===== config.mk =====
export PLATFORM = sky130hd
export DESIGN_NAME = expression_tokenizer
export DESIGN_NICKNAME = d
export VERILOG_FILES = /design/src/rtl/et_pkg.sv /design/src/rtl/et_lexer.sv /design/src/rtl/et_result_fifo.sv /design/src/rtl/expression_tokenizer.sv
export VERILOG_INCLUDE_DIRS = /design/src /design/src/rtl
export SDC_FILE = /design/constraint.sdc
export NUM_CORES = 1
export LEC_CHECK = 0
export BUFFER_PORTS_ARGS = -buffer_cell sky130_fd_sc_hd__buf_4
export CAP_MARGIN = 40
export CORE_UTILIZATION = 50
export CTS_BUF_LIST = sky130_fd_sc_hd__clkbuf_4 sky130_fd_sc_hd__clkbuf_8 sky130_fd_sc_hd__clkbuf_16
export DETAILED_ROUTE_END_ITERATION = 12
export PLACE_DENSITY = 0.7
export SLEW_MARGIN = 20
export SYNTH_ARGS = -nofsm -noshare
export SYNTH_HDL_FRONTEND = slang
export SYNTH_SLANG_ARGS = --single-unit

===== constraint.sdc =====
create_clock -name clk -period 5.35 [get_ports clk]
set_input_delay 0.8025 -clock clk [delete_from_list [all_inputs] [get_ports clk]]
set_output_delay 0.8025 -clock clk [all_outputs]
set_load 0.03 [all_outputs]

===== src/rtl/expression_tokenizer_macros.svh =====
// Assertion macros shared by the expression tokenizer RTL.
// Included by the modules that carry concurrent checks; no other dependencies.
`ifndef EXPRESSION_TOKENIZER_MACROS_SVH
`define EXPRESSION_TOKENIZER_MACROS_SVH

// Consequent must hold in the same cycle as the antecedent
`define ET_ASSERT_SAME(label, clk, rst_n, ante, cons) \
	label: assert property (@(posedge clk) disable iff (!rst_n) (ante) |-> (cons)) \
		else $error("tokenizer same-cycle check failed");

// Consequent must hold in the cycle after the antecedent
`define ET_ASSERT_NEXT(label, clk, rst_n, ante, cons) \
	label: assert property (@(posedge clk) disable iff (!rst_n) (ante) |=> (cons)) \
		else $error("tokenizer next-cycle check failed");

`endif


===== src/rtl/et_pkg.sv =====
// Package for the expression tokenizer: token kinds, result item type,
// character codes and default parameter values. No dependencies.
`timescale 1ns / 1ps

package et_pkg;

	// Parameter defaults
	localparam int ET_MAX_LEN_DEFAULT  = 255;
	localparam int ET_POS_BITS_DEFAULT = 16;

	// Result queue depth (power of two)
	localparam int ET_FIFO_DEPTH = 4;

	// Token kinds
	typedef enum logic [3:0] {
		KIND_ADD     = 4'd0,
		KIND_SUB     = 4'd1,
		KIND_MUL     = 4'd2,
		KIND_DIV     = 4'd3,
		KIND_LPAREN  = 4'd4,
		KIND_RPAREN  = 4'd5,
		KIND_EQUALS  = 4'd6,
		KIND_SEMI    = 4'd7,
		KIND_INT     = 4'd8,
		KIND_NAME    = 4'd9,
		KIND_ILLEGAL = 4'd10
	} et_kind_t;

	// Character codes
	localparam logic [7:0] CH_NUL    = 8'h00;
	localparam logic [7:0] CH_TAB    = 8'h09;
	localparam logic [7:0] CH_LF     = 8'h0A;
	localparam logic [7:0] CH_SPACE  = 8'h20;
	localparam logic [7:0] CH_LPAREN = 8'h28;
	localparam logic [7:0] CH_RPAREN = 8'h29;
	localparam logic [7:0] CH_STAR   = 8'h2A;
	localparam logic [7:0] CH_PLUS   = 8'h2B;
	localparam logic [7:0] CH_MINUS  = 8'h2D;
	localparam logic [7:0] CH_SLASH  = 8'h2F;
	localparam logic [7:0] CH_0      = 8'h30;
	localparam logic [7:0] CH_9      = 8'h39;
	localparam logic [7:0] CH_SEMI   = 8'h3B;
	localparam logic [7:0] CH_EQUALS = 8'h3D;
	localparam logic [7:0] CH_UPPER_LO = 8'd64;  // exclusive bounds of A-Z
	localparam logic [7:0] CH_UPPER_HI = 8'd91;
	localparam logic [7:0] CH_LOWER_LO = 8'd96;  // exclusive bounds of a-z
	localparam logic [7:0] CH_LOWER_HI = 8'd123;
	localparam logic [7:0] CH_USCORE = 8'h5F;

	// One result item
	typedef struct packed {
		et_kind_t    kind;
		logic [15:0] start_pos;
		logic [7:0]  lexeme_len;
		logic        too_long;
		logic [7:0]  char_code;
		logic        last;
	} et_result_t;

	// Up to two result items handed from the lexer to the queue per cycle
	typedef struct packed {
		logic [1:0] count;
		et_result_t r0;
		et_result_t r1;
	} et_push_t;

endpackage


===== src/rtl/et_lexer.sv =====
// Input register and lexer state update for the expression tokenizer.
// Depends on et_pkg and expression_tokenizer_macros.svh.
`timescale 1ns / 1ps
`include "expression_tokenizer_macros.svh"

module et_lexer #(
	parameter int MAX_LEN  = et_pkg::ET_MAX_LEN_DEFAULT,
	parameter int POS_BITS = et_pkg::ET_POS_BITS_DEFAULT
) (
	input  logic             clk,
	input  logic             arst_n,
	input  logic             s_tvalid,
	output logic             s_tready,
	input  logic [7:0]       s_tdata,   // [7:0] ch
	input  logic             s_tlast,   // end_of_text
	input  logic             room,      // queue can take two items
	output et_pkg::et_push_t push
);

	localparam logic [7:0] LenCap = (MAX_LEN > 255) ? 8'd255 : 8'(MAX_LEN);

	typedef enum logic [2:0] {
		MODE_NONE = 3'b001,
		MODE_INT  = 3'b010,
		MODE_NAME = 3'b100
	} mode_t;

	// Input register
	logic       valid_s1;
	logic [7:0] ch_s1;
	logic       eot_s1;

	// Lexer state
	mode_t               mode_q;
	logic [POS_BITS-1:0] pend_start_q;
	logic [7:0]          pend_len_q;
	logic                pend_over_q;
	logic [POS_BITS-1:0] text_pos_q;

	logic adv;
	logic end_text, is_digit, is_letter, is_uscore, is_blank, is_single, cont;
	logic pend_v, flush_v, tok_v;
	et_pkg::et_kind_t    single_kind;
	et_pkg::et_result_t  flush_r, tok_r;
	logic [POS_BITS+15:0] pstart_ext, pos_ext;

	assign adv      = valid_s1 && room;
	assign s_tready = !valid_s1 || adv;

	// Input register control
	always_ff @(posedge clk or negedge arst_n) begin
		if (!arst_n) begin
			valid_s1 <= 1'b0;
		end else if (s_tvalid && s_tready) begin
			valid_s1 <= 1'b1;
		end else if (adv) begin
			valid_s1 <= 1'b0;
		end
	end

	// Input register payload
	always_ff @(posedge clk) begin
		if (s_tvalid && s_tready) begin
			ch_s1  <= s_tdata;
			eot_s1 <= s_tlast;
		end
	end

	// Byte classes
	assign end_text  = eot_s1 || (ch_s1 == et_pkg::CH_NUL);
	assign is_digit  = (ch_s1 >= et_pkg::CH_0) && (ch_s1 <= et_pkg::CH_9);
	assign is_letter = ((ch_s1 > et_pkg::CH_UPPER_LO) && (ch_s1 < et_pkg::CH_UPPER_HI)) ||
	                   ((ch_s1 > et_pkg::CH_LOWER_LO) && (ch_s1 < et_pkg::CH_LOWER_HI));
	assign is_uscore = (ch_s1 == et_pkg::CH_USCORE);
	assign is_blank  = (ch_s1 == et_pkg::CH_SPACE) || (ch_s1 == et_pkg::CH_TAB) ||
	                   (ch_s1 == et_pkg::CH_LF);

	always_comb begin
		is_single   = 1'b1;
		single_kind = et_pkg::KIND_ILLEGAL;
		case (ch_s1)
			et_pkg::CH_PLUS:   single_kind = et_pkg::KIND_ADD;
			et_pkg::CH_MINUS:  single_kind = et_pkg::KIND_SUB;
			et_pkg::CH_STAR:   single_kind = et_pkg::KIND_MUL;
			et_pkg::CH_SLASH:  single_kind = et_pkg::KIND_DIV;
			et_pkg::CH_LPAREN: single_kind = et_pkg::KIND_LPAREN;
			et_pkg::CH_RPAREN: single_kind = et_pkg::KIND_RPAREN;
			et_pkg::CH_EQUALS: single_kind = et_pkg::KIND_EQUALS;
			et_pkg::CH_SEMI:   single_kind = et_pkg::KIND_SEMI;
			default:           is_single   = 1'b0;
		endcase
	end

	// Pending lexeme continues with this byte
	assign pend_v = (mode_q == MODE_INT) || (mode_q == MODE_NAME);
	assign cont   = !end_text &&
	                (((mode_q == MODE_INT) && is_digit) ||
	                 ((mode_q == MODE_NAME) && (is_letter || is_digit || is_uscore)));

	assign flush_v = pend_v && !cont;
	assign tok_v   = !end_text && !cont && !is_blank && !is_digit && !is_letter && !is_uscore;

	// Positions reported on 16 bits: low bits, zero-extended when narrower
	assign pstart_ext = {16'b0, pend_start_q};
	assign pos_ext    = {16'b0, text_pos_q};

	always_comb begin
		flush_r.kind       = (mode_q == MODE_INT) ? et_pkg::KIND_INT : et_pkg::KIND_NAME;
		flush_r.start_pos  = pstart_ext[15:0];
		flush_r.lexeme_len = pend_len_q;
		flush_r.too_long   = pend_over_q;
		flush_r.char_code  = 8'd0;
		flush_r.last       = 1'b0;

		tok_r.kind       = is_single ? single_kind : et_pkg::KIND_ILLEGAL;
		tok_r.start_pos  = pos_ext[15:0];
		tok_r.lexeme_len = 8'd1;
		tok_r.too_long   = 1'b0;
		tok_r.char_code  = ch_s1;
		tok_r.last       = 1'b0;
	end

	// Compact results: a flushed lexeme goes first, last marks the final one
	always_comb begin
		push.count = 2'd0;
		push.r0    = flush_v ? flush_r : tok_r;
		push.r1    = tok_r;
		if (flush_v && tok_v) begin
			push.r1.last = 1'b1;
		end else begin
			push.r0.last = 1'b1;
		end
		if (adv) begin
			push.count = {1'b0, flush_v} + {1'b0, tok_v};
		end
	end

	// Lexer state update
	always_ff @(posedge clk or negedge arst_n) begin
		if (!arst_n) begin
			mode_q       <= MODE_NONE;
			pend_start_q <= '0;
			pend_len_q   <= 8'd0;
			pend_over_q  <= 1'b0;
			text_pos_q   <= '0;
		end else if (adv) begin
			if (end_text) begin
				mode_q       <= MODE_NONE;
				pend_start_q <= '0;
				pend_len_q   <= 8'd0;
				pend_over_q  <= 1'b0;
				text_pos_q   <= '0;
			end else begin
				text_pos_q <= text_pos_q + POS_BITS'(1);
				if (cont) begin
					if (pend_len_q < LenCap) begin
						pend_len_q <= pend_len_q + 8'd1;
					end else begin
						pend_over_q <= 1'b1;
					end
				end else if (is_digit || is_letter || is_uscore) begin
					mode_q       <= is_digit ? MODE_INT : MODE_NAME;
					pend_start_q <= text_pos_q;
					pend_len_q   <= 8'd1;
					pend_over_q  <= 1'b0;
				end else begin
					mode_q       <= MODE_NONE;
					pend_start_q <= '0;
					pend_len_q   <= 8'd0;
					pend_over_q  <= 1'b0;
				end
			end
		end
	end

	// Checks
	`ET_ASSERT_NEXT(a_eot_pos_clear, clk, arst_n, adv && end_text, text_pos_q == '0)
	`ET_ASSERT_SAME(a_pend_len_nonzero, clk, arst_n, pend_v, pend_len_q != 8'd0)
	`ET_ASSERT_SAME(a_over_at_cap, clk, arst_n, pend_over_q, pend_len_q == LenCap)

endmodule


===== src/rtl/et_result_fifo.sv =====
// Result queue of the expression tokenizer: takes up to two items a cycle,
// delivers one per handshake. Depends on et_pkg and the assertion macros.
`timescale 1ns / 1ps
`include "expression_tokenizer_macros.svh"

module et_result_fifo (
	input  logic                clk,
	input  logic                arst_n,
	input  et_pkg::et_push_t    push,
	output logic                room,
	output logic                m_tvalid,
	input  logic                m_tready,
	output et_pkg::et_result_t  head
);

	localparam int Depth   = et_pkg::ET_FIFO_DEPTH;
	localparam int PtrBits = $clog2(Depth);
	localparam int CntBits = $clog2(Depth + 1);

	et_pkg::et_result_t mem_q [Depth];
	logic [PtrBits-1:0] wr_ptr_q, rd_ptr_q;
	logic [CntBits-1:0] count_q;
	logic               pop;

	assign pop      = m_tvalid && m_tready;
	assign m_tvalid = (count_q != '0);
	assign room     = (count_q <= CntBits'(Depth - 2));
	assign head     = mem_q[rd_ptr_q];

	// Pointers and fill level
	always_ff @(posedge clk or negedge arst_n) begin
		if (!arst_n) begin
			wr_ptr_q <= '0;
			rd_ptr_q <= '0;
			count_q  <= '0;
		end else begin
			wr_ptr_q <= wr_ptr_q + PtrBits'(push.count);
			if (pop) begin
				rd_ptr_q <= rd_ptr_q + PtrBits'(1);
			end
			count_q <= count_q + CntBits'(push.count) - CntBits'(pop);
		end
	end

	// Storage
	always_ff @(posedge clk) begin
		if (push.count != 2'd0) begin
			mem_q[wr_ptr_q] <= push.r0;
		end
		if (push.count == 2'd2) begin
			mem_q[wr_ptr_q + PtrBits'(1)] <= push.r1;
		end
	end

	// Checks
	`ET_ASSERT_SAME(a_no_overflow, clk, arst_n, 1'b1, count_q <= CntBits'(Depth))
	`ET_ASSERT_SAME(a_push_needs_room, clk, arst_n, push.count != 2'd0, room)
	`ET_ASSERT_NEXT(a_pop_drains_one, clk, arst_n, pop && (push.count == 2'd0), count_q == CntBits'($past(count_q) - CntBits'(1)))

endmodule


===== src/rtl/expression_tokenizer.sv =====
// A result passes through the input register and the result queue before it is
// offered; the second item of a pair follows it. Throughput: one byte per cycle;
// a byte that ends a pending INT or NAME and also gives its own token yields two
// items, delivered one per cycle while m_tready is high through a four-entry result
// queue, which holds input whenever it has fewer than two free slots.
// Reset (arst_n low, asynchronous): no lexeme pending, text position 0, queue empty.
`timescale 1ns / 1ps

module expression_tokenizer #(
	parameter int MAX_LEN  = et_pkg::ET_MAX_LEN_DEFAULT,
	parameter int POS_BITS = et_pkg::ET_POS_BITS_DEFAULT
) (
	input  logic        clk,
	input  logic        arst_n,
	input  logic        s_tvalid,
	output logic        s_tready,
	input  logic [7:0]  s_tdata,   // [7:0] ch
	input  logic        s_tlast,   // end_of_text
	output logic        m_tvalid,
	input  logic        m_tready,
	output logic [39:0] m_tdata,   // start_pos[15:0], lexeme_len[23:16], too_long[24],
	                               // char_code[32:25], zero[39:33]
	output logic [3:0]  m_tuser,   // kind[3:0]
	output logic        m_tlast    // last
);

	et_pkg::et_push_t   push;
	et_pkg::et_result_t head;
	logic               room;

	et_lexer #(
		.MAX_LEN  (MAX_LEN),
		.POS_BITS (POS_BITS)
	) u_lexer (
		.clk      (clk),
		.arst_n   (arst_n),
		.s_tvalid (s_tvalid),
		.s_tready (s_tready),
		.s_tdata  (s_tdata),
		.s_tlast  (s_tlast),
		.room     (room),
		.push     (push)
	);

	et_result_fifo u_fifo (
		.clk      (clk),
		.arst_n   (arst_n),
		.push     (push),
		.room     (room),
		.m_tvalid (m_tvalid),
		.m_tready (m_tready),
		.head     (head)
	);

	// Output packing
	assign m_tdata = {7'b0000000, head.char_code, head.too_long, head.lexeme_len,
	                  head.start_pos};
	assign m_tuser = head.kind;
	assign m_tlast = head.last;

endmodule

==> flow_summary.yaml, run 1 <==
power_and_ir_drop:
  p_total_mw: 5.75
  p_leak_nw: 4.17
  irDropWorstVdd_v: 0.000243
  p_per_area_nw_per_um2: 505
timing:
  hold_violations: 0
  hold_ws_ps: 336
  relSlewSlack_pct: 41.8
  period_share_pct: 80.5
  drv_slew: 0
  setup_slack_ps: 1040
  fin_crit_ps: 4310
  fin_worst_skew_ps: 12.8
  worst_slew_pin_slew_ps: 871
  rsz0062_at_grt: "no"
  setup_viol: 0
  fmax_mhz: 232
  setup_tns_ps: 0
die:
  rows: 51
  die_area_um2: 20500
  start_util_pct: 51.1
  die_h_um: 143
  die_w_um: 143
  core_um2: 19500
  ios: 60
route:
  postRouteAntennaNets: 0
  wl_mm: 23.4
  detail_route.first_pass.iterations: 5
  drtIter0Drc: 544
  routedWlPerCell_um: 22.2
  vias_per_cell: 6.33
  vias: 6670
  drc: 0
cts:
  clk_pin_slew_ps: 60
  postCtsHoldBufs: 0
  clock-root-buffer: "clkbuf_16"
  worstSkewPairLatency_ps: 520
  htreeDepth: 1
  clock-sinks: 213
  cts_tree: "done"
  cts_buffers: 24
  cts_buffer_depth: 3
  cts_setup_buffers: 0
  cts_resized: 0
worst_setup_path:
  cp.required_ps: 5620
  ff2ff_path_depth: 10
  path_class: "register to register"
  path_cells: "or4_1 > o21bai_1 > nor3_1 > ha_1 > o21a_1 > nand4_1 > and2_1 > clkinv_1 > buf_4 > a32o_1"
  reg2reg_slack_ps: 1040
  end_kind: "register"
  cpPeakStageDelay_ps: 660
  crit_path_start_kind: "register"
  worst-path-max-fanout: 32
  r2r_end: "u_fifo.mem_q[3][29]"
  path_buf_inv: 2
  slowest_stage: "and2_1"
  cp.arrival_ps: 4570
  critPathTopFamily: "simple AND/OR/NAND/NOR gates"
  r2r_start: "u_lexer.ch_s1[1]"
finish:
  final_nets: 791
  fin_cells: 1053
  syn_to_final_growth_pct: 14.6
  diodes: 0
  nFillCells: 1527
  seqCellArea_um2: 5780
  layout-drive-gt1-share_pct: 22.5
  multi_input_area_um2: 3790
logic_synthesis:
  ys_seq_elements: 213
  synth_top_area_cell: "edfxtp_1"
  syn-cell-area_um2: 9940
  synth-edff-count: 125
  synth_top_area_share_pct: 37.8
  seq_area_frac_synth_pct: 58.1
  syn-instance-count: 742
  synth-async-reset-ratio_pct: 24.4
  synth_top_flop_cell: "edfxtp_1"
  avgSynthCellArea_um2: 13.4
  synthTopCellsByArea: "edfxtp_1, dfrtp_1, mux4_2"
  synth_cell_types: 68
  yosysWarningCount: 0
grt:
  antenna_found_initial: 0
  grt_overflow: 0
  grt_max_degree: 53
  grt_pass1_wl_mm: 37.2
  first_global_vias: 6719
  grtUsageTotal_pct: 23.8
run:
  drv_cap: 0
placed_design:
  gp_congestion: 0.893
  pre_cts_ws_ps: 1160
  placed_cells: 1009
  hpwl_mm: 14.8
  portBuffers: 52
hold_path:
  hold_path_class: "input pin to asynchronous set/reset pin"
run_status:
  status: "completed"
flip-flops by register name, summed over array words and instances, names as in the netlist:
name                  count
u_lexer.mode_q            3
u_lexer.pend_over_q       1
u_fifo.wr_ptr_q           2
u_fifo.count_q            3
u_fifo.rd_ptr_q           2
u_lexer.valid_s1          1
u_lexer.eot_s1            1
u_lexer.ch_s1             8
u_lexer.pend_start_q     16
u_lexer.text_pos_q       16
u_lexer.pend_len_q        8
u_fifo.mem_q            152
metrics by stage:
stage	util, %	cell area, µm²
after floorplan	-	9970
after global placement	53.8	10500
after detailed placement	54.3	10600
after CTS	58.6	11400
after global routing	58.6	11400
final	58.6	11400
metal layers:
metal	vias up	part of all wire [%]	track usage (%)
met5	-	0	0
met4	0	2.4	7.58
met3	45	6.9	3.89
met2	278	49	40.0
met1	3405	42	31.7
li1	2942	-	-
cell usage after synthesis (5+ instances only):
| cell type | number |
|---|---|
| or3_1 | 9 |
| a21oi_1 | 22 |
| xor2_1 | 8 |
| buf_4 | 10 |
| nor2_1 | 28 |
| clkbuf_1 | 39 |
| buf_1 | 9 |
| nand4b_1 | 5 |
| buf_2 | 17 |
| and3_1 | 14 |
| a22o_1 | 81 |
| mux4_2 | 38 |
| nand2b_1 | 7 |
| nand3_1 | 13 |
| nor3_1 | 17 |
| dfrtp_1 | 51 |
| and2_1 | 26 |
| a21oi_2 | 5 |
| edfxtp_1 | 125 |
| inv_1 | 15 |
| ha_1 | 7 |
| a32o_1 | 32 |
| nand2_1 | 22 |
| nand4_1 | 10 |
| xnor2_1 | 13 |
| o21ai_0 | 18 |
| dfxtp_1 | 36 |
worst reg2reg max path, delay by kind of cell (launching register included):
family          cells  cell delay, ps
simple gates        4            1550
fa+ha+maj           1             400
compound gates      3            1050
buf+inv             2             510
flops               1             550
logic make-up after synthesis:
logic type | Yosys count | share of synthesized area [%]
DFF | 213 | 58.1
muxes | 43 | 9.14
and+or+nand+nor | 174 | 9.76
xor gates and xnor gates | 21 | 1.85
adders and majority gates | 8 | 1.08
AOI/OAI and AO/OA | 189 | 15.8
other | 1 | 0.0377
buffers and inverters | 93 | 4.25
worst max-delay path by stage:
| stage | startpoint | end | slack (ps) | depth (start not counted) |
|---|---|---|---|---|
| global placement | u_lexer.ch_s1[1] | u_fifo.mem_q[3][28] | 1260 | 12 |
| CTS | u_lexer.ch_s1[1] | u_fifo.mem_q[3][26] | 1150 | 10 |
| floorplan | u_lexer.ch_s1[1] | u_fifo.mem_q[3][31] | 1210 | 14 |
| finish | u_lexer.ch_s1[1] | u_fifo.mem_q[3][29] | 1040 | 10 |
| global route | u_lexer.ch_s1[1] | u_fifo.mem_q[3][29] | 840 | 10 |
| detailed placement | u_lexer.ch_s1[1] | u_fifo.mem_q[3][26] | 1160 | 10 |
cell usage in the layout (no fill, tap or decap), drive strengths merged, types with 10 or more instances in the layout:
cell type,Yosys,layout
inv,16,14
or3,10,10
xnor2,13,13
a21oi,27,27
edfxtp,125,125
and2,26,26
nand2,23,23
nand4,10,10
nor3,18,18
nand3,13,13
and3,14,14
mux4,38,38
a22o,81,81
clkbuf,39,32
dfxtp,36,36
dfrtp,51,51
nor2,28,28
o21ai,24,24
buf,38,73
a32o,32,32
cell type report:
cell class	count	area share, %
Clock buffer	32	6.06
Clock inverter	12	1.21
Inverter	16	0.527
Multi-Input combinational cell	442	33.2
Sequential cell	213	50.7
Tap cell	265	2.91
Timing Repair Buffer	73	5.34
where the power goes:
| group | leakage (nW) | switching, mW | internal [mW] | total (mW) |
|---|---|---|---|---|
| sequential | 2.12 | 0.244 | 1.97 | 2.22 |
| combinational | 1.64 | 1.11 | 0.716 | 1.83 |
| clock | 0.411 | 0.654 | 1.05 | 1.70 |
| total | 4.17 | 2.01 | 3.74 | 5.75 |
(Power assumes the default switching activity.)
==> run 2, diff against run 1 <==
Settings changed: ABC_AREA set to 1, PLACE_DENSITY 0.7 to 0.69.
Clock period 5.35 ns to 4.3 ns, I/O delays scaled along.
==> run 2 against run 1 <==
  * Flip-flop and latch count unchanged
  * Combinational power increased by 74%
  * Cell count increased by 51%
  * Clock skew decreased by 3.5 ps
  * Utilization decreased by 1.4 points
  * Critical path depth increased by 6
  * Maximum frequency increased by 21%
  * Cell area increased by 5.7%
  * Wire length increased by 17%
  * Synthesized area increased by 8.2%
  * Via count increased by 31%
  * Non-clock buffer count increased by 1
  * Critical endpoint is now u_fifo.mem_q[2][11]
==> flow_summary.yaml, run 2 <==
timing:
  hold_violations: 0
  worst_slew_pin_slew_ps: 813
  drv_slew: 0
  fmax_mhz: 282
  rsz0062_at_grt: "no"
  period_share_pct: 82.4
  hold_ws_ps: 187
  fin_worst_skew_ps: 9.30
  setup_viol: 0
  relSlewSlack_pct: 45.7
  fin_crit_ps: 3540
  setup_tns_ps: 0
logic_synthesis:
  avgSynthCellArea_um2: 8.50
  synth_top_area_cell: "edfxtp_1"
  yosysMostFrequentCell: "nand2_1"
  synth-async-reset-ratio_pct: 24.4
  syn-cell-area_um2: 10800
  ys_seq_elements: 213
  seq_area_frac_synth_pct: 53.7
  synth_top_area_share_pct: 34.9
  synthTopCellsByArea: "edfxtp_1, dfrtp_1, nand2_1"
  synth-edff-count: 125
  syn-instance-count: 1266
  synth_top_flop_cell: "edfxtp_1"
  synth_common_cells: "nand2_1, nor2_1, edfxtp_1"
  yosysWarningCount: 0
  synth_cell_types: 47
route:
  vias: 8751
  vias_per_cell: 5.52
  postRouteAntennaNets: 0
  drc: 0
  routedWlPerCell_um: 17.3
  wl_mm: 27.4
  drtIter0Drc: 848
  detail_route.first_pass.iterations: 6
cts:
  worstSkewPairLatency_ps: 510
  cts_buffers: 23
  clk_pin_slew_ps: 60
  cts_tree: "done"
  cts_buffer_depth: 3
  cts_setup_buffers: 0
  clock-sinks: 213
  cts_resized: 0
  clock-root-buffer: "clkbuf_16"
  postCtsHoldBufs: 0
  htreeDepth: 1
placed_design:
  portBuffers: 52
  hpwl_mm: 17.9
  gp_congestion: 0.872
  post_dp_cell_area_um2: 11200
run:
  drv_cap: 0
worst_setup_path:
  worst-path-max-fanout: 17
  crit_top_cell: "nand2_1"
  reg2reg_slack_ps: 760
  slowest_stage: "nand2_1"
  cp.required_ps: 4700
  crit_path_start_kind: "register"
  path_cells: "nor2_2 > nand2_1 > nor2_2 > nor2_4 > o221ai_1 > nor2_1 > ha_1 > inv_1 > nor2_4 > nand2_2 > inv_2 > nand2_1 > nand2_1 > inv_1 > nand2_1 > nand2_1"
  critPathTopFamily: "simple AND/OR/NAND/NOR gates"
  end_kind: "register"
  cp.arrival_ps: 3950
  cpPeakStageDelay_ps: 600
  path_class: "register to register"
  path_buf_inv: 3
die:
  rows: 53
  start_util_pct: 51.0
  core_um2: 21100
  die_area_um2: 22100
  ios: 60
  die_w_um: 149
  die_h_um: 149
run_status:
  status: "completed"
grt:
  first_global_vias: 8143
  grt_overflow: 0
  antenna_found_initial: 0
  grt_pass1_wl_mm: 43.3
  grt_max_degree: 78
  grtUsageTotal_pct: 25.2
power_and_ir_drop:
  p_switching_mw: 3.21
  sequentialPowerShare_pct: 32.9
  p_per_area_nw_per_um2: 646
  p_comb_share_pct: 40.8
  p_leak_nw: 5.20
  p_clk_share_pct: 26.3
  irDropWorstVdd_v: 0.000426
  swShare_pct: 41.3
  p_int_mw: 4.57
finish:
  final_area_um2: 12000
  diodes: 0
  final_cell_mix: "nand2_1, nor2_1, edfxtp_1"
  syn_to_final_growth_pct: 12.0
  largest_register_ffs: 152
  final_nets: 1315
  layout-drive-gt1-share_pct: 14.2
  reg_top3: "u_fifo.mem_q x152, u_lexer.pend_start_q x16, u_lexer.text_pos_q x16"
  largest_register: "u_fifo.mem_q"
  final_common_cell: "nand2_1"
hold_path:
  hold_path_class: "input pin to asynchronous set/reset pin"
## run 2: cell types whose count changed in the layout (fill, tap and decap cells not counted), sizes merged, moves of 32 or more
| cell | previous run | this run |
|---|---|---|
| o21ai | 24 | 124 |
| a22o | 81 | 0 |
| nor2 | 28 | 175 |
| nand2 | 23 | 346 |
| inv | 14 | 102 |
| o22ai | 1 | 39 |
| mux4 | 38 | 0 |
| nand3 | 13 | 119 |
| a32o | 32 | 0 |
## run 2: power groups by stage
stage,combinational (mW),sequential [mW],clock (mW)
after floorplan,2.20,2.56,0
after global placement,3.11,2.59,0
after detailed placement,3.14,2.60,0
after CTS,3.15,2.56,2.07
after global routing,3.44,2.58,2.15
final,3.18,2.56,2.04
## run 2: layout make-up
cell class	instances	area [µm²]
Clock buffer	34	694
Clock inverter	8	98.8
Fill cell	1879	9040
Inverter	101	382
Multi-Input combinational cell	881	4190
Sequential cell	213	5780
Tap cell	275	344
Timing Repair Buffer	74	563
## run 2: kinds of logic after synthesis
logic type | after synthesis | share of synthesized area [%]
AO/OA/AOI/OAI | 176 | 9.14
XOR/XNOR | 9 | 0.733
adder cells (fa/ha/maj) | 8 | 1.00
buffers and inverters | 178 | 7.61
flip-flops | 213 | 53.7
other | 1 | 0.0349
AND/OR/NAND/NOR | 681 | 27.8
## run 2: final timing paths
kind                       depth (start not counted)                     to          startpoint
max                                               16    u_fifo.mem_q[2][11]    u_lexer.ch_s1[3]
min                                                1  u_lexer.text_pos_q[7]              arst_n
max reg2reg                                       16    u_fifo.mem_q[2][11]    u_lexer.ch_s1[3]
min reg2reg                                        2     u_fifo.mem_q[2][9]  u_fifo.mem_q[2][9]
max in group asynchronous                          1     u_fifo.rd_ptr_q[0]              arst_n
min in group clk                                   1       u_lexer.ch_s1[0]          s_tdata[0]
## run 2: worst register-to-register path: cells and delay by family (launching register included)
kind / cells / cell delay, ps
AND/OR/NAND/NOR: 11 / 1930
adder cells (fa/ha/maj): 1 / 250
flip-flops: 1 / 520
buffers and inverters: 3 / 520
AO/OA/AOI/OAI: 1 / 210
## run 2: metal layers
layer	global-route usage, %	vias up	routed length, µm
met3	2.70	47	1900
met5	0	-	0
met1	35.6	4111	12200
met2	40.5	348	12600
li1	-	4245	-
met4	8.09	0	675
## run 2: per-stage QoR
step | worst slack (ps) | instances | power [mW] | util (%)
3_3_place_gp | 878 | 1542 | 5.70 | 53.3
5_1_grt | 386 | 1586 | 8.17 | 57.1
2_1_floorplan | 963 | 1272 | 4.76 | -
6_report | 756 | 1586 | 7.78 | 57.1
4_1_cts | 748 | 1584 | 7.78 | 57.0
3_5_place_dp | 771 | 1542 | 5.74 | 53.3
